### config.mk
export PLATFORM = sky130hd
export DESIGN_NAME = shader_integer_ext_alu_core_flat
export DESIGN_NICKNAME = d
export VERILOG_FILES = /design/src/rtl/siext_pkg.sv /design/src/rtl/siext_if.sv /design/src/rtl/siext_cmp.sv /design/src/rtl/siext_exec.sv /design/src/rtl/shader_integer_ext_alu_core.sv /design/src/flat_wrapper.sv
export SDC_FILE = /design/constraint.sdc
export NUM_CORES = 1
export LEC_CHECK = 0
export BUFFER_PORTS_ARGS = -buffer_cell sky130_fd_sc_hd__buf_4
export CORE_MARGIN = 4
export CORE_UTILIZATION = 58
export DETAILED_ROUTE_END_ITERATION = 8
export HOLD_SLACK_MARGIN = 0.12
export PLACE_DENSITY = 0.88
export SLEW_MARGIN = 20
export SYNTH_ARGS = -nofsm -noshare
export SYNTH_HDL_FRONTEND = slang
export SYNTH_SLANG_ARGS = --single-unit
### constraint.sdc
create_clock -name clk -period 8.5 [get_ports clk]
set_input_delay 0.85 -clock clk [delete_from_list [all_inputs] [get_ports clk]]
set_output_delay 0.85 -clock clk [all_outputs]
set_load 0.01 [all_outputs]
### src/rtl/siext_pkg.sv
package siext_pkg;

    localparam int DATA_W = 32;
    localparam int IDX_W  = 5;
    localparam int OP_W   = 4;

    localparam logic [DATA_W-1:0] NONE_FOUND = '1;
    localparam logic [DATA_W-1:0] SIGN_BIT   = {1'b1, {(DATA_W-1){1'b0}}};

    typedef enum logic [OP_W-1:0] {
        OP_SABS   = 4'd0,
        OP_SSIGN  = 4'd1,
        OP_UMIN   = 4'd2,
        OP_UMAX   = 4'd3,
        OP_SMIN   = 4'd4,
        OP_SMAX   = 4'd5,
        OP_UCLAMP = 4'd6,
        OP_SCLAMP = 4'd7,
        OP_LSB    = 4'd8,
        OP_SMSB   = 4'd9,
        OP_UMSB   = 4'd10
    } op_t;

    // Orderings among the three operands; y_lt_x means y < x.
    typedef struct packed {
        logic y_lt_x;
        logic z_lt_x;
        logic z_lt_y;
    } cmp_flags_t;

    // Index of the highest set bit by halving search (bit 31 wins).
    function automatic logic [IDX_W-1:0] msb_index(input logic [DATA_W-1:0] v);
        logic [IDX_W-1:0] idx;
        logic [15:0] v16;
        logic [7:0]  v8;
        logic [3:0]  v4;
        logic [1:0]  v2;
        idx[4] = |v[31:16];
        v16    = idx[4] ? v[31:16] : v[15:0];
        idx[3] = |v16[15:8];
        v8     = idx[3] ? v16[15:8] : v16[7:0];
        idx[2] = |v8[7:4];
        v4     = idx[2] ? v8[7:4] : v8[3:0];
        idx[1] = |v4[3:2];
        v2     = idx[1] ? v4[3:2] : v4[1:0];
        idx[0] = v2[1];
        return idx;
    endfunction

    // Index of the lowest set bit by halving search (bit 0 wins).
    function automatic logic [IDX_W-1:0] lsb_index(input logic [DATA_W-1:0] v);
        logic [IDX_W-1:0] idx;
        logic [15:0] v16;
        logic [7:0]  v8;
        logic [3:0]  v4;
        logic [1:0]  v2;
        idx[4] = ~(|v[15:0]);
        v16    = idx[4] ? v[31:16] : v[15:0];
        idx[3] = ~(|v16[7:0]);
        v8     = idx[3] ? v16[15:8] : v16[7:0];
        idx[2] = ~(|v8[3:0]);
        v4     = idx[2] ? v8[7:4] : v8[3:0];
        idx[1] = ~(|v4[1:0]);
        v2     = idx[1] ? v4[3:2] : v4[1:0];
        idx[0] = ~v2[0];
        return idx;
    endfunction

endpackage

### src/rtl/siext_if.sv
interface siext_req_if;
    logic                                valid;
    logic                                ready;
    logic [siext_pkg::OP_W-1:0]          req_type;
    logic [siext_pkg::DATA_W-1:0]        operand_x;
    logic [siext_pkg::DATA_W-1:0]        operand_y;
    logic [siext_pkg::DATA_W-1:0]        operand_z;

    modport source (output valid, req_type, operand_x, operand_y, operand_z, input ready);
    modport sink   (input valid, req_type, operand_x, operand_y, operand_z, output ready);
endinterface

interface siext_rsp_if;
    logic                                valid;
    logic                                ready;
    logic [siext_pkg::DATA_W-1:0]        result_bits;

    modport source (output valid, result_bits, input ready);
    modport sink   (input valid, result_bits, output ready);
endinterface

### src/rtl/siext_cmp.sv
module siext_cmp (
    input  logic [siext_pkg::DATA_W-1:0] x,
    input  logic [siext_pkg::DATA_W-1:0] y,
    input  logic [siext_pkg::DATA_W-1:0] z,
    input  logic                         is_signed,
    output siext_pkg::cmp_flags_t        flags
);

    logic [siext_pkg::DATA_W-1:0] bias;
    logic [siext_pkg::DATA_W-1:0] xb;
    logic [siext_pkg::DATA_W-1:0] yb;
    logic [siext_pkg::DATA_W-1:0] zb;

    // Flip the sign bit so one unsigned compare serves both orderings.
    assign bias = is_signed ? siext_pkg::SIGN_BIT : '0;
    assign xb   = x ^ bias;
    assign yb   = y ^ bias;
    assign zb   = z ^ bias;

    assign flags.y_lt_x = (yb < xb);
    assign flags.z_lt_x = (zb < xb);
    assign flags.z_lt_y = (zb < yb);

endmodule

### src/rtl/siext_exec.sv
module siext_exec (
    input  logic [siext_pkg::OP_W-1:0]   req_type,
    input  logic [siext_pkg::DATA_W-1:0] x,
    input  logic [siext_pkg::DATA_W-1:0] y,
    input  logic [siext_pkg::DATA_W-1:0] z,
    output logic [siext_pkg::DATA_W-1:0] result
);

    siext_pkg::op_t               op;
    siext_pkg::cmp_flags_t        flags;
    logic                         is_signed;
    logic [siext_pkg::DATA_W-1:0] min_xy;
    logic [siext_pkg::DATA_W-1:0] max_xy;
    logic                         z_lt_max;
    logic [siext_pkg::DATA_W-1:0] clamp_val;
    logic [siext_pkg::DATA_W-1:0] smsb_src;
    logic [siext_pkg::DATA_W-1:0] pad_lsb;
    logic [siext_pkg::DATA_W-1:0] pad_msb;
    logic [siext_pkg::DATA_W-1:0] pad_smsb;

    assign op = siext_pkg::op_t'(req_type);

    assign is_signed = (op == siext_pkg::OP_SMIN) || (op == siext_pkg::OP_SMAX) ||
                       (op == siext_pkg::OP_SCLAMP);

    siext_cmp u_cmp (
        .x         (x),
        .y         (y),
        .z         (z),
        .is_signed (is_signed),
        .flags     (flags)
    );

    // Clamp reuses the parallel compares: pick z against whichever of x, y is larger.
    assign min_xy    = flags.y_lt_x ? y : x;
    assign max_xy    = flags.y_lt_x ? x : y;
    assign z_lt_max  = flags.y_lt_x ? flags.z_lt_x : flags.z_lt_y;
    assign clamp_val = z_lt_max ? z : max_xy;

    assign smsb_src = x[siext_pkg::DATA_W-1] ? ~x : x;
    assign pad_lsb  = {{(siext_pkg::DATA_W-siext_pkg::IDX_W){1'b0}},
                       siext_pkg::lsb_index(x)};
    assign pad_msb  = {{(siext_pkg::DATA_W-siext_pkg::IDX_W){1'b0}},
                       siext_pkg::msb_index(x)};
    assign pad_smsb = {{(siext_pkg::DATA_W-siext_pkg::IDX_W){1'b0}},
                       siext_pkg::msb_index(smsb_src)};

    always_comb
    begin
        unique case (op)
            siext_pkg::OP_SABS:
            begin
                result = x[siext_pkg::DATA_W-1] ? ('0 - x) : x;
            end
            siext_pkg::OP_SSIGN:
            begin
                if (x == '0)
                    result = '0;
                else if (x[siext_pkg::DATA_W-1])
                    result = '1;
                else
                    result = {{(siext_pkg::DATA_W-1){1'b0}}, 1'b1};
            end
            siext_pkg::OP_UMIN, siext_pkg::OP_SMIN:
            begin
                result = min_xy;
            end
            siext_pkg::OP_UMAX, siext_pkg::OP_SMAX:
            begin
                result = max_xy;
            end
            siext_pkg::OP_UCLAMP, siext_pkg::OP_SCLAMP:
            begin
                result = clamp_val;
            end
            siext_pkg::OP_LSB:
            begin
                result = (x == '0) ? siext_pkg::NONE_FOUND : pad_lsb;
            end
            siext_pkg::OP_SMSB:
            begin
                result = (smsb_src == '0) ? siext_pkg::NONE_FOUND : pad_smsb;
            end
            siext_pkg::OP_UMSB:
            begin
                result = (x == '0) ? siext_pkg::NONE_FOUND : pad_msb;
            end
            default:
            begin
                result = '0;
            end
        endcase
    end

endmodule

### src/rtl/shader_integer_ext_alu_core.sv
// Integer extended-instruction ALU, one 32-bit component per beat.
//
// Channels: req carries an opcode (req_type) and up to three operands;
// rsp returns one result_bits beat for every req beat, in order. Both use
// valid/ready; a beat moves on a rising edge with valid and ready high.
//
// Pipeline: the req beat is captured in an input register, the opcode logic
// runs on it combinationally, and the answer lands in the result register,
// which drives rsp; a stall can hold the beat in either register.
// Throughput: one beat per cycle while rsp.ready stays high, as the opcode
// logic between the input register and the result register is combinational.
//
// Stall: when rsp.ready is low with a result waiting, the result register
// holds and the input register holds behind it; req.ready drops only when
// both are full. No beat is lost or repeated.
//
// Reset: rst_n clears both valid flags asynchronously; the payload registers
// are not reset, and req.ready is high right after reset.
module shader_integer_ext_alu_core (
    input  logic          clk,
    input  logic          rst_n,
    siext_req_if.sink     req,
    siext_rsp_if.source   rsp
);

    // Input register stage.
    logic                         s1_valid_reg;
    logic                         s1_valid_next;
    logic [siext_pkg::OP_W-1:0]   s1_op_reg;
    logic [siext_pkg::DATA_W-1:0] s1_x_reg;
    logic [siext_pkg::DATA_W-1:0] s1_y_reg;
    logic [siext_pkg::DATA_W-1:0] s1_z_reg;

    // Result register stage.
    logic                         out_valid_reg;
    logic                         out_valid_next;
    logic [siext_pkg::DATA_W-1:0] out_result_reg;

    logic                         out_load;
    logic                         s1_load;
    logic [siext_pkg::DATA_W-1:0] exec_result;

    // Advance the result register when it is empty or being drained.
    assign out_load = !out_valid_reg || rsp.ready;
    // Take a new beat when the input register is empty or moving forward.
    assign req.ready = !s1_valid_reg || out_load;
    assign s1_load   = req.valid && req.ready;

    siext_exec u_exec (
        .req_type (s1_op_reg),
        .x        (s1_x_reg),
        .y        (s1_y_reg),
        .z        (s1_z_reg),
        .result   (exec_result)
    );

    always_comb
    begin
        s1_valid_next  = s1_valid_reg;
        out_valid_next = out_valid_reg;
        if (req.ready)
            s1_valid_next = req.valid;
        if (out_load)
            out_valid_next = s1_valid_reg;
    end

    always_ff @(posedge clk or negedge rst_n)
    begin
        if (!rst_n)
        begin
            s1_valid_reg  <= 1'b0;
            out_valid_reg <= 1'b0;
        end
        else
        begin
            s1_valid_reg  <= s1_valid_next;
            out_valid_reg <= out_valid_next;
        end
    end

    // Payload: capture on load, hold otherwise.
    always_ff @(posedge clk)
    begin
        if (s1_load)
        begin
            s1_op_reg <= req.req_type;
            s1_x_reg  <= req.operand_x;
            s1_y_reg  <= req.operand_y;
            s1_z_reg  <= req.operand_z;
        end
        if (out_load && s1_valid_reg)
            out_result_reg <= exec_result;
    end

    assign rsp.valid       = out_valid_reg;
    assign rsp.result_bits = out_result_reg;

endmodule

### src/flat_wrapper.sv
// flat-port wrapper written by rule: the top's interface ports become plain ports
module shader_integer_ext_alu_core_flat 
  (clk, rst_n, req_valid, req_req_type, req_operand_x, req_operand_y, req_operand_z, req_ready, rsp_valid, rsp_result_bits, rsp_ready);
  siext_req_if req_i ();
  siext_rsp_if rsp_i ();
  input  logic clk;
  input  logic rst_n;
  input wire logic [$bits(req_i.valid)-1:0] req_valid;
  input wire logic [$bits(req_i.req_type)-1:0] req_req_type;
  input wire logic [$bits(req_i.operand_x)-1:0] req_operand_x;
  input wire logic [$bits(req_i.operand_y)-1:0] req_operand_y;
  input wire logic [$bits(req_i.operand_z)-1:0] req_operand_z;
  output wire logic [$bits(req_i.ready)-1:0] req_ready;
  output wire logic [$bits(rsp_i.valid)-1:0] rsp_valid;
  output wire logic [$bits(rsp_i.result_bits)-1:0] rsp_result_bits;
  input wire logic [$bits(rsp_i.ready)-1:0] rsp_ready;
  assign req_i.valid = req_valid;
  assign req_i.req_type = req_req_type;
  assign req_i.operand_x = req_operand_x;
  assign req_i.operand_y = req_operand_y;
  assign req_i.operand_z = req_operand_z;
  assign req_ready = req_i.ready;
  assign rsp_valid = rsp_i.valid;
  assign rsp_result_bits = rsp_i.result_bits;
  assign rsp_i.ready = rsp_ready;
  shader_integer_ext_alu_core u_core (.clk(clk), .rst_n(rst_n), .req(req_i), .rsp(rsp_i));
endmodule
==> flow_summary.json <==
{
  "route.detailed.drc": 0,
  "wl_per_cell_um": 27.30,
  "final_nets": 1306,
  "worst_setup_path_start_kind": "register",
  "hp-class": "in -> async",
  "p_leak_nw": 4.611,
  "relSlewSlack": 0.2202,
  "finalCriticalPeriod_ns": 4.935,
  "fmax_mhz": 202.6,
  "clkSinkCount": 134,
  "synth_area_per_cell_um2": 9.933,
  "drive_above_1_share": 0.1977,
  "hold_viol": 0,
  "tns_ns": 0,
  "period_share": 0.5806,
  "synth_seq_area_share": 0.3965,
  "syn_inst": 1019,
  "ctsHtreeMaxLevel": 4,
  "syn2layout_area_growth_pct": 16.28,
  "cts_resized": 0,
  "ant_nets": 0,
  "vdd_ir_drop_max_uv": 172.7,
  "setup_violations": 0,
  "synth_area_leaders": "edfxtp_1 (39%), ha_1 (11%), o221ai_1 (4.1%)",
  "netlist_area_um2": 10120,
  "synthFlopType": "edfxtp_1",
  "vias": 9895,
  "synth_largest_area_cell": "edfxtp_1",
  "grtUsageTotal": 0.3678,
  "gr-total-overflow": 0,
  "io_buffers": 137,
  "ys_types": 85,
  "hold_buffers": 0,
  "yosysWarnings": 0,
  "viasPerCell": 7.335,
  "status": "finished, final reports clean",
  "start_util": 0.5893,
  "cts_root_buffer": "clkbuf_16",
  "pwr-share-seq": 0.415,
  "slew_viol_final": 0,
  "die_area_um2": 19630,
  "powerDensity_nw_per_um2": 177.7,
  "rows": 48,
  "core_region_area_um2": 17180,
  "hpwl_um": 25920,
  "ios": 138,
  "rsz0062_at_grt": "false",
  "synth_top_area_frac": 0.3916,
  "postCtsSetupRepairBufs": 0,
  "critPathMaxFanout": 19,
  "maxCapViolations": 0,
  "net-switching-power_uw": 671.4,
  "combPwrFrac": 0.220,
  "numCtsBuffers": 17,
  "drtIter0Drc": 1419,
  "fp.dieW_um": 140.1,
  "worstPathArrival_ns": 5.19,
  "endpoint_kind": "register",
  "ys_seq_elements": 134,
  "syn_nets": 1215,
  "clockPowerShare": 0.365,
  "stdcell_area_um2": 11770,
  "async_flop_share": 0.01493,
  "path_class": "reg -> reg",
  "clkTransAtPathRegs_ns": 0.06,
  "n_fill_cell": 1318,
  "first_pass_iters": 8,
  "worst_slew_pin_slew_ns": 1.170,
  "crit_required_ns": 8.75,
  "routed_wl_um": 36820,
  "cts_tree": "yes",
  "grt_max_degree": 71,
  "die_h_um": 140.1,
  "cts_buffer_depth": 2,
  "power.internal_mw": 1.420,
  "place_area_um2": 11180,
  "clk-insertion-delay-late_ns": 0.43,
  "gp_congestion": 0.9842,
  "grt_pass1_vias": 9723,
  "synth-edff-count": 132,
  "swShare": 0.3211,
  "finalClockSkew_ns": 0.01251,
  "grt_pass1_wl_um": 55740,
  "r2r_cells": 12,
  "antenna_found_initial": 0
}
-- through the flow --
step                      instances    util  hold WS, ns  worst slack [ns]  total power, mW
after CTS                      1348  0.6851       0.1754             3.740            2.076
after global placement         1316  0.6506       0.4666             3.878            1.305
final                          1349  0.6852       0.1913             3.565            2.091
after floorplan                1019       -       0.4490             4.647            1.132
after global routing           1348  0.6851       0.1731             3.468            2.161
after detailed placement       1316  0.6506       0.5059             3.853            1.316
-- cell families (layout without fill, tap and decap cells) --
logic type / Yosys count / after routing / share of synthesized area
buf+inv: 150 / 254 / 0.06465
simple gates: 268 / 268 / 0.1481
fa+ha+maj: 92 / 92 / 0.1137
xor+xnor: 20 / 20 / 0.01805
compound gates: 341 / 341 / 0.2435
mux: 14 / 14 / 0.01545
other cells: 0 / 1 / 0
flops: 134 / 134 / 0.3965
-- power by group through the flow --
stage	clock network [mW]	registers [mW]	logic, mW
after floorplan	0	0.844	0.288
final	0.763	0.868	0.460
after CTS	0.766	0.862	0.448
after global routing	0.800	0.869	0.492
after detailed placement	0	0.874	0.442
after global placement	0	0.874	0.431
-- cells in the mapped netlist (8+ instances only) --
cell       number
nand3_1        22
a21oi_1        81
o221ai_1       47
a211oi_1       21
o21a_1          9
a2111oi_0       8
ha_1           92
buf_2          22
nor2_1         83
nor4_1         13
o211ai_1       23
clkbuf_1       43
a21o_1         22
o21ai_0        31
nand2_1        36
nand4_1        25
or4_1          10
xnor2_1        14
edfxtp_1      132
a221oi_1       10
o31ai_1        12
nand2b_1       12
inv_1          69
mux2i_1        10
o22ai_1        10
o21ai_1         8
nor3_1         19
-- cell usage in the layout, fill, tap and decap left out, drive strengths merged, types with 21 or more instances in the layout --
| master | instances |
|---|---|
| a211oi | 21 |
| a21o | 22 |
| a21oi | 82 |
| buf | 151 |
| edfxtp | 132 |
| ha | 92 |
| inv | 76 |
| nand2 | 36 |
| nand3 | 22 |
| nand4 | 25 |
| nor2 | 84 |
| o211ai | 23 |
| o21ai | 39 |
| o221ai | 48 |
-- final timing paths --
path | from | slack (ns) | endpoint
worst max-delay path | u_core.s1_x_reg[29] | 3.56 | u_core.rsp.result_bits[12]
worst min-delay path | rst_n | 0.19 | u_core.rsp.valid
worst max register to register | u_core.s1_x_reg[29] | 3.56 | u_core.rsp.result_bits[12]
worst min register to register | u_core.s1_valid_reg | 0.52 | u_core.rsp.valid
max in group asynchronous | rst_n | 8.22 | u_core.s1_valid_reg
min in group clk | u_core.s1_valid_reg | 0.52 | u_core.rsp.valid
-- metal layers --
| layer | vias up | wire length [um] | GRT usage |
|---|---|---|---|
| li1 | 4194 | - | - |
| met1 | 4627 | 13920 | 0.4916 |
| met2 | 884 | 16040 | 0.5490 |
| met3 | 190 | 4903 | 0.1038 |
| met4 | 0 | 1960 | 0.1866 |
| met5 | - | 0 | 0 |
-- area by class of cell --
| class | instances | area [um2] | share of cell area |
|---|---|---|---|
| diodes | 1 | 2.502 | 0.0002126 |
| well taps | 225 | 281.5 | 0.02392 |
| inverters | 71 | 266.5 | 0.02264 |
| clock buffers | 18 | 429.2 | 0.03646 |
| repair buffers | 151 | 1134 | 0.09631 |
| flip-flops and latches | 134 | 4014 | 0.3410 |
| clock inverters | 14 | 162.7 | 0.01382 |
| multi-input cells | 735 | 5480 | 0.4656 |
-- worst max-delay path: stages (launching register included) --
cell	delay, ns
edfxtp_1	0.67
inv_1	0.27
ha_1	0.36
nand4_1	0.15
or2_0	0.28
or4_1	0.52
o211ai_1	0.31
a311oi_4	0.13
xnor2_2	0.69
buf_4	0.37
nor2b_4	0.57
o21ai_0	0.25
o211ai_1	0.17
No activity file was read; power rests on OpenSTA's default activity.
